--- config.mk ---
export PLATFORM = sky130hd
export DESIGN_NAME = hsa_analyse
export DESIGN_NICKNAME = d
export VERILOG_FILES = /design/src/rtl/core/hsa_pkg.sv /design/src/rtl/core/hsa_analyse.sv
export SDC_FILE = /design/constraint.sdc
export NUM_CORES = 1
export LEC_CHECK = 0
export BUFFER_PORTS_ARGS = -buffer_cell sky130_fd_sc_hd__buf_2
export CORE_MARGIN = 4
export CORE_UTILIZATION = 40
export DETAILED_ROUTE_END_ITERATION = 8
export GPL_TIMING_DRIVEN = 0
export HOLD_SLACK_MARGIN = 0.08
export SYNTH_ARGS = -nofsm -noshare
export SYNTH_HDL_FRONTEND = slang
export SYNTH_SLANG_ARGS = --single-unit
--- constraint.sdc ---
create_clock -name clk -period 0.8 [get_ports clk]
set_input_delay 0.12 -clock clk [delete_from_list [all_inputs] [get_ports clk]]
set_output_delay 0.12 -clock clk [all_outputs]
set_load 0.02 [all_outputs]
--- src/rtl/core/hsa_pkg.sv ---
// shared types and constants for the hsv saturation adjust unit
package hsa_pkg;

    localparam int COMPONENT_BITS_DEF = 16;
    localparam int FIELD_W            = 16;
    localparam int SCALE_W            = 16;
    localparam int HUE_W              = 16;
    localparam int SECTOR_W           = 3;
    localparam logic [SCALE_W-1:0] SCALE_RESET = 16'd256;

    typedef struct packed {
        logic [FIELD_W-1:0] red_in;
        logic [FIELD_W-1:0] green_in;
        logic [FIELD_W-1:0] blue_in;
    } pix_in_t;

    typedef struct packed {
        logic [FIELD_W-1:0] red_out;
        logic [FIELD_W-1:0] green_out;
        logic [FIELD_W-1:0] blue_out;
    } pix_out_t;

    // hue sectors of the six-sector rebuild
    typedef enum logic [SECTOR_W-1:0] {
        SECT_RED_YELLOW   = 3'd0,
        SECT_YELLOW_GREEN = 3'd1,
        SECT_GREEN_CYAN   = 3'd2,
        SECT_CYAN_BLUE    = 3'd3,
        SECT_BLUE_MAGENTA = 3'd4,
        SECT_MAGENTA_RED  = 3'd5
    } hsa_sector_t;

endpackage

--- src/rtl/core/hsa_analyse.sv ---
// first stage: max, min, range and the numerators and divisors of saturation and hue
module hsa_analyse #(
    parameter int COMPONENT_BITS = hsa_pkg::COMPONENT_BITS_DEF
) (
    input  logic                          clk,
    input  logic                          rst_n,
    input  logic                          en,
    input  logic                          in_valid,
    input  hsa_pkg::pix_in_t              in_data,
    output logic                          valid_o,
    output logic [COMPONENT_BITS-1:0]     mx_o,
    output logic [2*COMPONENT_BITS+18:0]  num1_o,
    output logic [COMPONENT_BITS:0]       den1_o,
    output logic [COMPONENT_BITS+((COMPONENT_BITS > 17) ? COMPONENT_BITS : 17)+4:0] num2_o,
    output logic [COMPONENT_BITS+3:0]     den2_o
);
    import hsa_pkg::*;

    localparam int CB = COMPONENT_BITS;
    localparam int QW = (CB > 17) ? CB : 17;
    localparam int W1 = 2*CB + 19;
    localparam int W2 = CB + QW + 5;
    localparam logic [CB-1:0] FULL = {CB{1'b1}};

    logic [CB-1:0] r, g, b, mx, mn, rng;
    logic [CB+2:0] rng6, nn;
    logic [W1-1:0] num1;
    logic [CB:0]   den1;
    logic [W2-1:0] num2;
    logic [CB+3:0] den2;

    logic          valid_reg;
    logic [CB-1:0] mx_reg;
    logic [W1-1:0] num1_reg;
    logic [CB:0]   den1_reg;
    logic [W2-1:0] num2_reg;
    logic [CB+3:0] den2_reg;

    always_comb
    begin
        r = CB'(in_data.red_in);
        g = CB'(in_data.green_in);
        b = CB'(in_data.blue_in);
        mx = r;
        if (g > mx) mx = g;
        if (b > mx) mx = b;
        mn = r;
        if (g < mn) mn = g;
        if (b < mn) mn = b;
        rng  = mx - mn;
        rng6 = (CB+3)'(rng) * (CB+3)'(6);

        // hue numerator, red tested first then green
        if (r == mx)
            nn = (g >= b) ? (CB+3)'(g - b) : rng6 - (CB+3)'(b - g);
        else if (g == mx)
            nn = (CB+3)'(b) + ((CB+3)'(rng) << 1) - (CB+3)'(r);
        else
            nn = (CB+3)'(r) + ((CB+3)'(rng) << 2) - (CB+3)'(g);

        // rounded division forms: (2*num + den) / (2*den)
        num1 = (W1'(rng) << 1) * W1'(FULL) + W1'(mx);
        den1 = (mx == '0) ? (CB+1)'(2) : {mx, 1'b0};

        if (rng == '0)
        begin
            num2 = '0;
            den2 = (CB+4)'(1);
        end
        else
        begin
            num2 = (W2'(nn) << (HUE_W + 1)) + W2'(rng6);
            den2 = {rng6, 1'b0};
        end
    end

    always_ff @(posedge clk or negedge rst_n)
    begin
        if (!rst_n)
            valid_reg <= 1'b0;
        else if (en)
            valid_reg <= in_valid;
    end

    always_ff @(posedge clk)
    begin
        if (en)
        begin
            mx_reg   <= mx;
            num1_reg <= num1;
            den1_reg <= den1;
            num2_reg <= num2;
            den2_reg <= den2;
        end
    end

    assign valid_o = valid_reg;
    assign mx_o    = mx_reg;
    assign num1_o  = num1_reg;
    assign den1_o  = den1_reg;
    assign num2_o  = num2_reg;
    assign den2_o  = den2_reg;

endmodule

==> run metrics <==
Multi-input gate area=0.0172 mm^2; worst r2r dst=valid_o; status=complete, but fails checks; share of the synthesized area in the top cell type=18.3%; RD Place Congestion=0.958; reg2reg start=valid_o; final setup violation count=293; Setup CP Type=input port to flip-flop; Synth area leaders=ha_1, edfxtp_1, fa_1; post-route ant nets=0; FFs w/ async S/R, synth=0.952%; synthesized area per cell=8.72 um^2; first-pass GRT wire length=111,000 um; clock-pin slew on the worst setup and hold paths=80 ps; crit-path max FO=6; CTS tree=done; CP Launch Point=in_data[46]; WP data arrival=13,290 ps; f_max=76.0 MHz; predominant post-synthesis flop cell=edfxtp_1; max_cap viols=0; crit path launch type=input port; Storage cell area=0.00315 mm^2; # DRC=0; register area share after synthesis=16.1%; number of synthesized flops with an enable pin=104; Hold Crit Start=en; cell mode on critical path=ha_4; GR Util All Layers=27.8%; Slew Viols, Final=0; initial antenna violation count=1; Final nets=3,118; Die Ht=229 um; DR vias/cell=5.58; drt total wl=74,700 um; r2r setup slk=20 ps; Core Region=0.0480 mm^2; site row count=80; Vias=18,100; ratio of cells with drive above 1 in the final layout=30.9%; IO Count=195; Final Hold Viols=0; Max Clock Skew=0 ps; TritonCTS Sinks=105; GRT overflow=0; vias in the first global route=18,400; Max transition margin=34.6%; fillers=4,347; pin count of the biggest net entering global routing=68; Slowest Stage Delay on Critical Path=580 ps; most common library cells after synthesis=inv_1, ha_1, a21oi_1, fa_1, xnor2_1; Worst Hold Depth=1; CTS Buffer Depth=2; Mapped Area=0.0196 mm^2; RSZ-0062 raised after global routing=true; die footprint=0.0526 mm^2; DP Area=0.0223 mm^2; Min-Delay Endpoint=den2_o[14]; Slew @ Worst Pin=972 ps; post-DP HPWL=59,900 um; final worst setup slack=-12,350 ps; Post-Layout Inst Area=0.0262 mm^2; data required time of the critical path=930 ps; Yosys reg bits=105; Ys Warns=0; CP Capture Type=flip-flop; DR iter-0 viols=1,330; Final Core Density=54.5%; Unique masters post-synth=92; HP Class=input port to flip-flop; CP max stage cell=fa_2; port bufs=173; FF-to-FF path depth=1; CTS buffer count=9; violated checks=setup timing; CTS root buf=clkbuf_16; P&R area growth vs syn=33.6%; top-count cell post-synth=inv_1; Mapped Cells=2,247; CTS HTree Levels=3; Wirelength per Cell=23.0 um; Clock Latency Late Sink=400 ps; crit path time final=13,150 ps; DR pass1 iterations=7; crit share post-route=1640%; initial core utilization=40.8%; Synth area leader=ha_1; Die X-Extent=229 um
cells in the final DEF (no fill, tap or decap), types with 12 or more instances in the layout:
master	n
buf_4	188
buf_2	145
ha_4	35
xnor2_2	21
fa_1	138
nor3_2	23
inv_1	310
clkbuf_1	14
xor2_1	42
mux2i_1	22
nor2_1	98
a21oi_1	112
nand3_1	31
edfxtp_1	104
nor2b_1	31
fa_2	16
a31oi_1	22
and3_1	12
nor3_1	32
o31ai_1	17
a21oi_2	22
buf_6	46
o21ai_0	90
a21oi_4	22
o21ai_1	12
o21bai_1	28
conb_1	21
xnor2_1	113
nand4_1	25
nor2_2	18
nor4_1	15
buf_12	12
nor3_4	12
or3_1	12
nand2_1	104
clkbuf_16	13
inv_2	31
a21o_1	49
ha_1	246
nor2_4	17
logic make-up (layout without fill, tap and decap cells):
family,after synthesis,count (layout),share of synthesized area [%]
buffers and inverters,439,802,9.28
other,1,22,0.0191
XOR/XNOR,195,195,8.75
flip-flops,105,105,16.1
adder cells (fa/ha/maj),442,442,34.1
AND/OR/NAND/NOR,535,535,14.1
multiplexers,28,28,1.44
AO/OA/AOI/OAI,502,503,16.2
cell type report:
type | instances | area share (%)
tap | 615 | 2.94
clock inverter | 7 | 0.359
inverter | 354 | 5.28
antenna | 1 | 0.00956
multi-input combinational | 1724 | 65.7
clock buffer | 9 | 0.860
timing repair buffer | 348 | 9.93
buffer | 84 | 2.91
sequential | 105 | 12.0
sequential cells by signal, summed over array words and instances, names as in the netlist:
name and cells:
num1_o 33, num2_o 20, den2_o 19, den1_o 16
mx_o 16, valid_o 1
per-stage QoR:
stage	setup TNS (ps)	setup slack [ps]	hold slack, ps	std cells
after floorplan	-704630	-11980	-176	2267
after global placement	-1152770	-14910	-106	3055
after detailed placement	-1033370	-15030	-100	3057
after CTS	-806500	-12220	249	3214
after global routing	-836940	-12720	272	3247
final	-803540	-12350	241	3247
critical path: cells and delay by family:
family	cells	cell delay (ps)
mux	1	180
xor+xnor	2	250
buf+inv	13	1510
simple gates	21	4010
compound gates	15	3310
fa+ha+maj	10	3860
how the worst max path moves through the flow:
stage	end	slack, ps	cells past startpoint
final	num1_o[32]	-12350	62
after CTS	num1_o[32]	-12220	59
after detailed placement	num1_o[32]	-15030	58
after floorplan	num1_o[32]	-11980	54
after global placement	num1_o[32]	-14910	58
after global routing	num1_o[32]	-12720	61
repair_timing:
action,4_1_cts,5_1_grt
setup endpoints to repair,293,294
endpoints found under the hold margin,2,0
gates cloned,3,0
pin swaps,135,86
buffers inserted,138,35
hold buffers,3,0
gates resized for setup,340,125
routing by layer:
layer	vias up	track usage, %	part of all wire, %
li1	8440	-	-
met1	8905	38.1	44
met4	0	9.05	3.6
met2	647	45.6	47
met3	117	3.67	6.3
met5	-	0	0
Power is left out: the tool's default activity adds up to more than one toggle a clock period on the data nets, which glitch-free logic cannot reach.
