`src/rtl/core/hsa_pkg.sv`:
```
// shared types and constants for the hsv saturation adjust unit
package hsa_pkg;

    localparam int COMPONENT_BITS_DEF = 16;
    localparam int FIELD_W            = 16;
    localparam int SCALE_W            = 16;
    localparam int HUE_W              = 16;
    localparam int SECTOR_W           = 3;
    localparam logic [SCALE_W-1:0] SCALE_RESET = 16'd256;

    typedef struct packed {
        logic [FIELD_W-1:0] red_in;
        logic [FIELD_W-1:0] green_in;
        logic [FIELD_W-1:0] blue_in;
    } pix_in_t;

    typedef struct packed {
        logic [FIELD_W-1:0] red_out;
        logic [FIELD_W-1:0] green_out;
        logic [FIELD_W-1:0] blue_out;
    } pix_out_t;

    // hue sectors of the six-sector rebuild
    typedef enum logic [SECTOR_W-1:0] {
        SECT_RED_YELLOW   = 3'd0,
        SECT_YELLOW_GREEN = 3'd1,
        SECT_GREEN_CYAN   = 3'd2,
        SECT_CYAN_BLUE    = 3'd3,
        SECT_BLUE_MAGENTA = 3'd4,
        SECT_MAGENTA_RED  = 3'd5
    } hsa_sector_t;

endpackage

```
`src/rtl/core/hsa_divider.sv`:
```
// pipelined restoring divider, one quotient bit per stage, saturation and hue lanes side by side
module hsa_divider #(
    parameter int COMPONENT_BITS = hsa_pkg::COMPONENT_BITS_DEF
) (
    input  logic                          clk,
    input  logic                          rst_n,
    input  logic                          en,
    input  logic                          valid_i,
    input  logic [COMPONENT_BITS-1:0]     mx_i,
    input  logic [2*COMPONENT_BITS+18:0]  num1_i,
    input  logic [COMPONENT_BITS:0]       den1_i,
    input  logic [COMPONENT_BITS+((COMPONENT_BITS > 17) ? COMPONENT_BITS : 17)+4:0] num2_i,
    input  logic [COMPONENT_BITS+3:0]     den2_i,
    output logic                          valid_o,
    output logic [COMPONENT_BITS-1:0]     mx_o,
    output logic [COMPONENT_BITS-1:0]     sat_o,
    output logic [hsa_pkg::HUE_W-1:0]     hue_o
);
    import hsa_pkg::*;

    localparam int CB = COMPONENT_BITS;
    localparam int QW = (CB > 17) ? CB : 17;
    localparam int W1 = 2*CB + 19;
    localparam int W2 = CB + QW + 5;

    logic          valid_reg [1:QW];
    logic [CB-1:0] mx_reg    [1:QW];
    logic [QW-1:0] q1_reg    [1:QW];
    logic [QW-1:0] q2_reg    [1:QW];
    logic [W1-1:0] rem1_reg  [1:QW-1];
    logic [CB:0]   den1_reg  [1:QW-1];
    logic [W2-1:0] rem2_reg  [1:QW-1];
    logic [CB+3:0] den2_reg  [1:QW-1];

    for (genvar k = 0; k < QW; k++)
    begin : g_stage
        localparam int BIT = QW - 1 - k;

        logic          v_src;
        logic [CB-1:0] mx_src;
        logic [QW-1:0] q1_src, q2_src, q1_nxt, q2_nxt;
        logic [W1-1:0] rem1_src, rem1_nxt, sh1;
        logic [CB:0]   den1_src;
        logic [W2-1:0] rem2_src, rem2_nxt, sh2;
        logic [CB+3:0] den2_src;

        if (k == 0)
        begin : g_first
            assign v_src    = valid_i;
            assign mx_src   = mx_i;
            assign q1_src   = '0;
            assign q2_src   = '0;
            assign rem1_src = num1_i;
            assign den1_src = den1_i;
            assign rem2_src = num2_i;
            assign den2_src = den2_i;
        end
        else
        begin : g_next
            assign v_src    = valid_reg[k];
            assign mx_src   = mx_reg[k];
            assign q1_src   = q1_reg[k];
            assign q2_src   = q2_reg[k];
            assign rem1_src = rem1_reg[k];
            assign den1_src = den1_reg[k];
            assign rem2_src = rem2_reg[k];
            assign den2_src = den2_reg[k];
        end

        always_comb
        begin
            sh1 = W1'(den1_src) << BIT;
            sh2 = W2'(den2_src) << BIT;
            rem1_nxt = rem1_src;
            q1_nxt   = q1_src;
            rem2_nxt = rem2_src;
            q2_nxt   = q2_src;
            if (rem1_src >= sh1)
            begin
                rem1_nxt    = rem1_src - sh1;
                q1_nxt[BIT] = 1'b1;
            end
            if (rem2_src >= sh2)
            begin
                rem2_nxt    = rem2_src - sh2;
                q2_nxt[BIT] = 1'b1;
            end
        end

        always_ff @(posedge clk or negedge rst_n)
        begin
            if (!rst_n)
                valid_reg[k+1] <= 1'b0;
            else if (en)
                valid_reg[k+1] <= v_src;
        end

        always_ff @(posedge clk)
        begin
            if (en)
            begin
                mx_reg[k+1] <= mx_src;
                q1_reg[k+1] <= q1_nxt;
                q2_reg[k+1] <= q2_nxt;
            end
        end

        if (k < QW - 1)
        begin : g_carry
            always_ff @(posedge clk)
            begin
                if (en)
                begin
                    rem1_reg[k+1] <= rem1_nxt;
                    den1_reg[k+1] <= den1_src;
                    rem2_reg[k+1] <= rem2_nxt;
                    den2_reg[k+1] <= den2_src;
                end
            end
        end
    end

    assign valid_o = valid_reg[QW];
    assign mx_o    = mx_reg[QW];
    assign sat_o   = q1_reg[QW][CB-1:0];
    // a hue that rounds to a full turn wraps to zero
    assign hue_o   = q2_reg[QW][HUE_W-1:0];

endmodule

```
`config.mk`:
```
export PLATFORM = sky130hd
export DESIGN_NAME = hsa_divider
export DESIGN_NICKNAME = d
export VERILOG_FILES = /design/src/rtl/core/hsa_pkg.sv /design/src/rtl/core/hsa_divider.sv
export SDC_FILE = /design/constraint.sdc
export NUM_CORES = 2
export LEC_CHECK = 0
export ABC_AREA = 0
export BUFFER_PORTS_ARGS = -buffer_cell sky130_fd_sc_hd__buf_2
export CORE_MARGIN = 2
export CORE_UTILIZATION = 53
export DETAILED_ROUTE_END_ITERATION = 6
export MAX_ROUTING_LAYER = met4
export PLACE_DENSITY = 0.77
export SLEW_MARGIN = 40
export SYNTH_ARGS = -nofsm -noshare
export SYNTH_HDL_FRONTEND = slang
export SYNTH_SLANG_ARGS = --single-unit
```
`constraint.sdc`:
```
create_clock -name clk -period 10.9 [get_ports clk]
set_input_delay 2.18 -clock clk [delete_from_list [all_inputs] [get_ports clk]]
set_output_delay 2.18 -clock clk [all_outputs]
set_load 0.005 [all_outputs]
```
==> run_results.csv <==
group,metric,value,unit
outcome,status,"complete, no violations",
synthesis,synth.avg_cell_area,12.4,sq um
clocking,ctsHoldBuffers,0,
timing,hold_viol_final,0,
synthesis,ys.flop_type,"edfxtp_1",
placed_design,numPortBuffers,194,
drt,initialDrtViolationCount,4975,
floorplanning,ios,195,
clocking,cts.sinks,2577,
layout,seqCellArea,0.0773,sq mm
global_routing,track_usage,0.206,
floorplanning,initial_core_util,0.532,
timing,maxSlewViolCount,0,
worst_setup_path,crit_arrival,5.45,ns
layout,largest_register_ffs,816,
placed_design,gp_congestion,0.986,
floorplanning,core_area,0.237,sq mm
timing,fin_crit,4.81,ns
power,leakage,53.1,nW
global_routing,grt_pass1_wl,400000,microns
drt,post-route-drc-count,0,
power,powerDensity,236,mW/mm^2
synthesis,seq_area_frac_synth,0.612,
drt,drt_wl_total,245000,microns
worst_setup_path,crit_type,"in2reg",
floorplanning,die_h,492,microns
worst_setup_path,endpoint_kind,"register",
global_routing,grt_max_degree,186,
worst_setup_path,cp_cell_sequence,"buf_2, or4_1, or4_1, or3_1, nor3_1, nand2b_1, a311o_1, a21oi_2, buf_4, a211o_1, nor4b_1, xor2_1",
drt,routed_via_density,5.56,
global_routing,first_global_vias,77997,
drt,dr.pass1.iters,6,
worst_setup_path,critPathMaxStageDelay,0.61,ns
clocking,clkTransAtPathRegs,0.06,ns
worst_setup_path,cp_max_fo,35,
global_routing,gr-total-overflow,0,
drt,vias,77680,
synthesis,synth.distinct_cells,84,
timing,slew_headroom,0.444,
timing,finalSetupViolCount,0,
timing,post-route-period-util,0.441,
floorplanning,dieArea,0.242,sq mm
flow_run,cap_violations,0,
layout,areaGrowthSynthToFinish,11.7,%
worst_setup_path,cp_data_required_time,11.54,ns
worst_hold_path,hold_path_class,"reg2reg",
synthesis,synth_nets,11028,
layout,layout-drive-gt1-share,0.0825,
synthesis,syn_area,0.126,sq mm
layout,nNetsFinal,11412,
timing,finalClockSkew,0.0766,ns
placed_design,place_hpwl,179000,microns
worst_setup_path,path_common_cell,"or4_1",
synthesis,synth_edf_count,2560,
drt,postRouteAntennaNets,0,
global_routing,antenna_found_initial,1,
synthesis,synth_cells,10221,
synthesis,synth-seq-cells,2577,
floorplanning,core.rowCount,179,
timing,tightest_slew,0.812,ns
clocking,clk_latency,0.95,ns
clocking,ctsResizeCount,0,
layout,fill_cells,18224,
layout,finalCoreUtilization,0.594,
synthesis,synthArstFlopShare,0.00660,
layout,multi_input_area,0.0455,sq mm
timing,fmax,208,MHz
clocking,cts-buffers-inserted,293,
worst_setup_path,cp_slowest_cell,"or4_1",
clocking,h-tree-depth,5,
worst_setup_path,critPathLaunchType,"input pin",
clocking,cts_setup_buffers,0,
floorplanning,die_x,492,microns
timing,setup_tns,0,ns
power,vdd_drop_max,0.167,mV
layout,final_cells,13983,
clocking,cts_buffer_depth,4,
drt,routedWlPerCell,17.5,microns
clocking,cts_tree,"done",
clocking,clock-root-buffer,"clkbuf_16",
timing,rsz0062_at_grt,"false",
synthesis,yosys_warnings,0,
placed_design,dp.cells,13470,
==> final timing paths <==
check | start | end | slack, ns | cells past startpoint
min in group asynchronous | rst_n | g_stage[2].v_src | 1.15 | 1
worst max-delay path | num1_i[36] | rem1_reg[0][89] | 6.09 | 12
worst min-delay path | q1_reg[0][131] | q1_reg[0][148] | 0.39 | 0
max in group asynchronous | rst_n | g_stage[15].v_src | 9.42 | 1
worst max register to register | den1_reg[3][51] | rem1_reg[0][839] | 6.30 | 12
worst min register to register | q1_reg[0][131] | q1_reg[0][148] | 0.39 | 0
==> final cells by class <==
| type | instances | area share |
|---|---|---|
| diodes | 2 | 0.0000355 |
| inverters | 835 | 0.0222 |
| well taps | 3167 | 0.0281 |
| multi-input cells | 6638 | 0.322 |
| clock buffers | 353 | 0.0546 |
| clock inverters | 151 | 0.0122 |
| flip-flops and latches | 2577 | 0.548 |
| repair buffers | 260 | 0.0129 |
==> cells in the final DEF (no fill, tap or decap), types with 50 or more instances in the layout <==
| cell type | count |
|---|---|
| a21o_1 | 248 |
| a21oi_1 | 559 |
| a31oi_1 | 50 |
| buf_2 | 193 |
| clkbuf_1 | 53 |
| clkbuf_16 | 300 |
| clkinv_1 | 54 |
| edfxtp_1 | 2560 |
| ha_1 | 629 |
| inv_1 | 832 |
| mux2_2 | 119 |
| nand2_1 | 771 |
| nand2b_1 | 156 |
| nand3_1 | 153 |
| nand4_1 | 107 |
| nor2_1 | 620 |
| nor2b_1 | 87 |
| nor3_1 | 255 |
| nor4_1 | 204 |
| o21a_1 | 91 |
| o21ai_0 | 613 |
| o21bai_1 | 60 |
| o31ai_1 | 64 |
| or3_1 | 143 |
| or4_1 | 76 |
| xnor2_1 | 494 |
| xor2_1 | 500 |
==> synthesized netlist by cell type, types with 15 or more instances <==
cell type	count	area [sq um]
nor4_1	213	1330
clkbuf_1	154	578
or4_1	76	571
nand4b_1	22	193
o41ai_1	16	140
o31ai_1	65	488
nand2_1	772	2900
a211o_1	33	289
or2_2	47	294
mux2_2	119	1340
o21a_1	91	683
ha_1	629	7870
o211ai_1	34	255
nand3b_1	27	203
nor3b_1	22	165
a211oi_1	50	375
nor2_1	620	2330
edfxtp_1	2560	76900
a2111oi_0	18	158
xor2_1	500	4380
inv_1	832	3120
dfrtp_1	17	425
fa_1	32	641
a21oi_1	562	2810
nand2b_1	156	976
a31oi_1	50	313
and2_1	30	188
nand4_1	107	669
a21boi_0	23	173
or3_1	144	901
nor4b_1	32	280
xnor2_1	494	4330
nor3_1	257	1290
o31a_1	15	131
o21ai_0	613	3070
nand3_1	153	766
nor2b_1	87	544
and3_1	47	294
o21bai_1	60	450
a21o_1	248	1860
==> through the flow <==
step           hold WS, ns  setup slack (ns)  cell area, sq um  total power [mW]
2_1_floorplan        0.400              5.66            126000              21.2
3_3_place_gp         0.400              5.09            131000              23.4
3_5_place_dp         0.405              5.18            131000              23.7
4_1_cts              0.388              6.17            141000              33.5
5_1_grt              0.392              5.91            141000              35.3
6_report             0.389              6.09            141000              33.3
==> per-layer routing <==
layer,share of wire,GRT usage
met1,0.42,0.247
met2,0.50,0.354
met3,0.039,0.0298
met4,0.038,0.0798
met5,0,-
==> critical path, delay by kind of cell <==
family	cells	cell delay, ns
xor gates and xnor gates	1	0.15
and+or+nand+nor	6	1.92
buffers and inverters	2	0.46
AOI/OAI and AO/OA	3	0.71
==> power breakdown <==
| group | internal, mW | switching, mW |
|---|---|---|
| Clock | 5.89 | 3.72 |
| Combinational | 4.03 | 5.25 |
| Sequential | 13.3 | 1.14 |
==> logic make-up after synthesis <==
group,Yosys count,share of synthesized area
AOI/OAI and AO/OA,2006,0.0980
xor gates and xnor gates,994,0.0689
adders and majority gates,661,0.0673
buffers and inverters,1006,0.0300
DFF,2577,0.612
muxes,130,0.0115
and+or+nand+nor,2847,0.113
No activity file was read; power rests on OpenSTA's default activity.
