**config.mk**
```make
export PLATFORM = sky130hd
export DESIGN_NAME = hsa_rebuild
export DESIGN_NICKNAME = d
export VERILOG_FILES = /design/src/rtl/core/hsa_pkg.sv /design/src/rtl/core/hsa_rebuild.sv
export SDC_FILE = /design/constraint.sdc
export NUM_CORES = 2
export LEC_CHECK = 0
export ABC_AREA = 1
export BUFFER_PORTS_ARGS = -buffer_cell sky130_fd_sc_hd__buf_2
export CORE_MARGIN = 2
export CORE_UTILIZATION = 64
export DETAILED_ROUTE_END_ITERATION = 8
export GPL_ROUTABILITY_DRIVEN = 0
export PLACE_DENSITY = 0.81
export REMOVE_ABC_BUFFERS = 1
export SETUP_SLACK_MARGIN = 0.2
export SLEW_MARGIN = 15
export SYNTH_ARGS = -nofsm -noshare
export SYNTH_HDL_FRONTEND = slang
export SYNTH_SLANG_ARGS = --single-unit
```
**constraint.sdc**
```tcl
create_clock -name clk -period 10.3 [get_ports clk]
set_input_delay 1.03 -clock clk [delete_from_list [all_inputs] [get_ports clk]]
set_output_delay 1.03 -clock clk [all_outputs]
set_load 0.1 [all_outputs]
```
**src/rtl/core/hsa_pkg.sv**
```systemverilog
// shared types and constants for the hsv saturation adjust unit
package hsa_pkg;

    localparam int COMPONENT_BITS_DEF = 16;
    localparam int FIELD_W            = 16;
    localparam int SCALE_W            = 16;
    localparam int HUE_W              = 16;
    localparam int SECTOR_W           = 3;
    localparam logic [SCALE_W-1:0] SCALE_RESET = 16'd256;

    typedef struct packed {
        logic [FIELD_W-1:0] red_in;
        logic [FIELD_W-1:0] green_in;
        logic [FIELD_W-1:0] blue_in;
    } pix_in_t;

    typedef struct packed {
        logic [FIELD_W-1:0] red_out;
        logic [FIELD_W-1:0] green_out;
        logic [FIELD_W-1:0] blue_out;
    } pix_out_t;

    // hue sectors of the six-sector rebuild
    typedef enum logic [SECTOR_W-1:0] {
        SECT_RED_YELLOW   = 3'd0,
        SECT_YELLOW_GREEN = 3'd1,
        SECT_GREEN_CYAN   = 3'd2,
        SECT_CYAN_BLUE    = 3'd3,
        SECT_BLUE_MAGENTA = 3'd4,
        SECT_MAGENTA_RED  = 3'd5
    } hsa_sector_t;

endpackage

```
**src/rtl/core/hsa_rebuild.sv**
```systemverilog
// saturation scaling, chroma and six-sector rebuild, ending in the output register
module hsa_rebuild #(
    parameter int COMPONENT_BITS = hsa_pkg::COMPONENT_BITS_DEF
) (
    input  logic                          clk,
    input  logic                          rst_n,
    input  logic                          en,
    input  logic                          valid_i,
    input  logic [COMPONENT_BITS-1:0]     mx_i,
    input  logic [COMPONENT_BITS-1:0]     sat_i,
    input  logic [hsa_pkg::HUE_W-1:0]     hue_i,
    input  logic [hsa_pkg::SCALE_W-1:0]   scale,
    output logic                          out_valid,
    output hsa_pkg::pix_out_t             out_data
);
    import hsa_pkg::*;

    localparam int CB = COMPONENT_BITS;
    localparam int PW = CB + SCALE_W;
    localparam logic [CB-1:0] FULL = {CB{1'b1}};

    // stage 1: s * scale, sector and fraction
    logic [PW-1:0]       p1;
    logic [HUE_W+2:0]    dh;
    logic [HUE_W-1:0]    f;
    logic [HUE_W:0]      t1;
    hsa_sector_t         sect1;
    logic                v1_reg;
    logic [PW-1:0]       p1_reg;
    logic [HUE_W:0]      t1_reg;
    hsa_sector_t         sect1_reg;
    logic [CB-1:0]       mx1_reg;

    always_comb
    begin
        p1    = PW'(sat_i) * PW'(scale);
        dh    = (HUE_W+3)'(hue_i) * (HUE_W+3)'(6);
        sect1 = hsa_sector_t'(dh[HUE_W+2:HUE_W]);
        f     = dh[HUE_W-1:0];
        t1    = dh[HUE_W] ? ((HUE_W+1)'(1) << HUE_W) - (HUE_W+1)'(f) : (HUE_W+1)'(f);
    end

    // stage 2: rounded and clamped scaled saturation, then s2 * v
    logic [PW:0]         psum;
    logic [CB+8:0]       s2w;
    logic [CB-1:0]       s2;
    logic [2*CB-1:0]     y2;
    logic                v2_reg;
    logic [2*CB-1:0]     y2_reg;
    logic [HUE_W:0]      t2_reg;
    hsa_sector_t         sect2_reg;
    logic [CB-1:0]       mx2_reg;

    always_comb
    begin
        psum = (PW+1)'(p1_reg) + (PW+1)'(128);
        s2w  = psum[PW:8];
        s2   = (s2w > (CB+9)'(FULL)) ? FULL : s2w[CB-1:0];
        y2   = (2*CB)'(s2) * (2*CB)'(mx1_reg);
    end

    // stage 3: chroma = round(y / full), division by 2^n - 1 with folding
    logic [2*CB:0]       w3;
    logic [CB:0]         qh;
    logic [CB+1:0]       rr;
    logic [CB+1:0]       c3w;
    logic                v3_reg;
    logic [CB-1:0]       c3_reg;
    logic [HUE_W:0]      t3_reg;
    hsa_sector_t         sect3_reg;
    logic [CB-1:0]       mx3_reg;

    always_comb
    begin
        w3  = (2*CB+1)'(y2_reg) + (2*CB+1)'(FULL >> 1);
        qh  = w3[2*CB:CB];
        rr  = (CB+2)'(qh) + (CB+2)'(w3[CB-1:0]);
        c3w = (CB+2)'(qh)
            + (CB+2)'(rr >= (CB+2)'(FULL))
            + (CB+2)'(rr >= ((CB+2)'(FULL) << 1));
    end

    // stage 4: x = round(c * t / 2^16), m = v - c
    logic [CB+HUE_W:0]   prod;
    logic [CB+HUE_W+1:0] xsum;
    logic                v4_reg;
    logic [CB-1:0]       c4_reg, x4_reg, m4_reg;
    hsa_sector_t         sect4_reg;

    always_comb
    begin
        prod = (CB+HUE_W+1)'(c3_reg) * (CB+HUE_W+1)'(t3_reg);
        xsum = (CB+HUE_W+2)'(prod) + ((CB+HUE_W+2)'(1) << (HUE_W-1));
    end

    // stage 5: sector select and add m
    logic [CB-1:0]       ro, go, bo;
    logic [CB:0]         rs, gs, bs;
    logic                v5_reg;
    pix_out_t            out_reg;

    always_comb
    begin
        case (sect4_reg)
            SECT_RED_YELLOW:
            begin
                ro = c4_reg; go = x4_reg; bo = '0;
            end
            SECT_YELLOW_GREEN:
            begin
                ro = x4_reg; go = c4_reg; bo = '0;
            end
            SECT_GREEN_CYAN:
            begin
                ro = '0; go = c4_reg; bo = x4_reg;
            end
            SECT_CYAN_BLUE:
            begin
                ro = '0; go = x4_reg; bo = c4_reg;
            end
            SECT_BLUE_MAGENTA:
            begin
                ro = x4_reg; go = '0; bo = c4_reg;
            end
            default:
            begin
                ro = c4_reg; go = '0; bo = x4_reg;
            end
        endcase
        rs = (CB+1)'(ro) + (CB+1)'(m4_reg);
        gs = (CB+1)'(go) + (CB+1)'(m4_reg);
        bs = (CB+1)'(bo) + (CB+1)'(m4_reg);
    end

    always_ff @(posedge clk or negedge rst_n)
    begin
        if (!rst_n)
        begin
            v1_reg <= 1'b0;
            v2_reg <= 1'b0;
            v3_reg <= 1'b0;
            v4_reg <= 1'b0;
            v5_reg <= 1'b0;
        end
        else if (en)
        begin
            v1_reg <= valid_i;
            v2_reg <= v1_reg;
            v3_reg <= v2_reg;
            v4_reg <= v3_reg;
            v5_reg <= v4_reg;
        end
    end

    always_ff @(posedge clk)
    begin
        if (en)
        begin
            p1_reg    <= p1;
            t1_reg    <= t1;
            sect1_reg <= sect1;
            mx1_reg   <= mx_i;

            y2_reg    <= y2;
            t2_reg    <= t1_reg;
            sect2_reg <= sect1_reg;
            mx2_reg   <= mx1_reg;

            c3_reg    <= c3w[CB-1:0];
            t3_reg    <= t2_reg;
            sect3_reg <= sect2_reg;
            mx3_reg   <= mx2_reg;

            c4_reg    <= c3_reg;
            x4_reg    <= xsum[CB+HUE_W-1:HUE_W];
            m4_reg    <= mx3_reg - c3_reg;
            sect4_reg <= sect3_reg;

            out_reg.red_out   <= FIELD_W'(rs);
            out_reg.green_out <= FIELD_W'(gs);
            out_reg.blue_out  <= FIELD_W'(bs);
        end
    end

    assign out_valid = v5_reg;
    assign out_data  = out_reg;

endmodule

```
==> results.cfg <==
[drt]
drc = 0
vias = 33700
drt-total-wl_um = 100200
ant_nets = 0
drtPass1Iterations = 8
drt_iter0_drc = 2737
via_per_inst = 5.533
wire_per_inst_um = 16.45

[worst_setup_path]
critPathKind = reg -> reg
critPathMaxFanout = 16
cpPeakStageDelay_ns = 0.79
startpoint_type = register
cp_top_family = adder cells
cp.buffers_inverters = 3
cp_common_cell = nand2_1
end_kind = register
required_ns = 10.61
arrival_ns = 8.74
critPathSlowestCell = nand3_1

[finish]
largest_reg_flops = 48
stdcell_count = 6091
drive_above_1_share_pct = 3.769
postLayoutCellArea_mm2 = 0.04459
area_growth_pct = 4.806
fillCellCount = 5197
nets = 6267
antennaDiodeCount = 0

[floorplan]
die_y_um = 261.8
pin_count = 117
start_util_pct = 64.71
die-area_mm2 = 0.06855
core_mm2 = 0.06575
row_count = 94
die_x_um = 261.8

[synthesis]
synthTopCellsByArea = fa_1 28%, edfxtp_1 20%, nand2_1 12%
syn-cell-area_mm2 = 0.04254
yosysWarnings = 0
synth_top_area_cell = fa_1
synth_simple_gate_area_share_pct = 17.99
avgSynthCellArea_um2 = 8.142
synth-adder-area-share_pct = 39.65
ys_seq_elements = 282
syn_inst = 5225
yosysUniqueCellTypes = 47
synth_compound_area_share_pct = 5.288
synth_xor_area_share_pct = 3.850
synth_top_family_by_area = adder cells
seq_area_frac_synth_pct = 19.85
synth_mux_area_share_pct = 0.02647
synthDominantCellAreaShare_pct = 27.62

[timing]
fin_ws_ns = 1.869
setup_viol = 0
final_max_slew_viol_count = 0
fin_crit_sh_pct = 81.86
fmax_ghz = 0.1186
worstMarginPinSlew_ns = 1.198
fin_tns_setup_ns = 0
relSlewSlack_pct = 20.10
skew_ns = 0.01974
finalHoldViolCount = 0
rsz0062_at_grt = no
fin_crit_ns = 8.431

[cts]
clk_pin_slew_ns = 0.06
post_cts_buffers = 0
cts_tree = built
postCtsHoldBufs = 0
cts_buffers = 34
clk_latency_ns = 0.57
ctsLongestPathBuffers = 3
cts_max_level = 2
cts_resized = 0
cts_sinks = 282
clockRootBuffer = clkbuf_16

[place]
dp_hpwl_um = 77550
place_area_mm2 = 0.04349
post-place-ws_ns = 2.029
placed_cells = 6031
io_buffer_count = 116

[global_route]
first_global_vias = 34990
grt_max_degree = 215
track_usage_pct = 30.47
grt_pass1_wl_um = 167000
grt_overflow = 0
antenna_found_initial = 0

[outcome]
status = finished clean

[min_path]
hold_path.class = in -> async

[flow_run]
maxCapViolCount = 0
## worst paths after layout
check                                           start               endpoint  slack, ns  depth (start not counted)
worst min-delay path                            rst_n  out_valid$_DFFE_PN0P_       0.27                          1
worst max-delay path              p1_reg[7]$_DFFE_PP_   y2_reg[25]$_DFFE_PP_       1.87                         29
min in group clk                mx2_reg[14]$_DFFE_PP_  mx3_reg[14]$_DFFE_PP_       0.41                          0
worst max register to register    p1_reg[7]$_DFFE_PP_   y2_reg[25]$_DFFE_PP_       1.87                         29
max in group asynchronous                       rst_n     v1_reg$_DFFE_PN0P_       9.89                          1
worst min register to register  mx2_reg[14]$_DFFE_PP_  mx3_reg[14]$_DFFE_PP_       0.41                          0
## placed cells by master, fill, tap and decap left out, drive strengths merged, types with 48 or more instances in the layout
cell type and count:
o22ai 48, ha 409, nand2 1374, nor2 250
a21oi 174, edfxtp 277, o21ai 98, xor2 136
fa 587, xnor2 51, nand3 141, buf 122
inv 1305
## per-layer routing
layer  routed length [µm]  track usage [%]  vias up
met2                49730            53.79     1468
met1                37920            37.17    16170
met5                    0                0        -
met3                 7877            4.340      328
met4                 4655            13.60        0
li1                     -                -    15730
## cell usage after synthesis, drive strengths merged
master / count
nand2: 1374
inv: 1302
fa: 587
ha: 409
edfxtp: 277
nor2: 250
a21oi: 174
clkbuf: 154
nand3: 141
xor2: 136
o21ai: 98
xnor2: 51
o22ai: 48
nor3: 42
nand4: 40
buf: 26
nand3b: 20
a21o: 19
a31oi: 10
o21bai: 10
o21a: 9
a21boi: 7
o211ai: 6
or2: 6
dfrtp: 5
nor4: 5
o221ai: 4
o31ai: 4
a211oi: 3
a221oi: 2
a22oi: 1
and2: 1
mux2: 1
o2111ai: 1
o211a: 1
o221a: 1
## cell type report
type	instances	area [µm²]	area share [%]
clock buffer	40	873.3	1.959
clock inverter	20	224.0	0.5023
multi-input combinational	3461	28430	63.76
timing repair buffer	122	648.1	1.454
sequential	282	8443	18.94
tap	864	1081	2.425
inverter	1302	4887	10.96
## stage by stage
stage / utilization (%) / hold WS (ns)
2_1_floorplan: - / 0.4003
3_3_place_gp: 66.15 / 0.4004
3_5_place_dp: 66.15 / 0.4045
4_1_cts: 67.81 / 0.2475
5_1_grt: 67.81 / 0.2534
6_report: 67.81 / 0.2677
## logic make-up after synthesis
logic type	count (synthesis)
buffers and inverters	1482
xor gates and xnor gates	187
and+or+nand+nor	1879
muxes	1
adders and majority gates	996
AOI/OAI and AO/OA	398
DFF	282
Power is left out: the tool's default activity adds up to more than one toggle a clock period on the data nets, which glitch-free logic cannot reach.
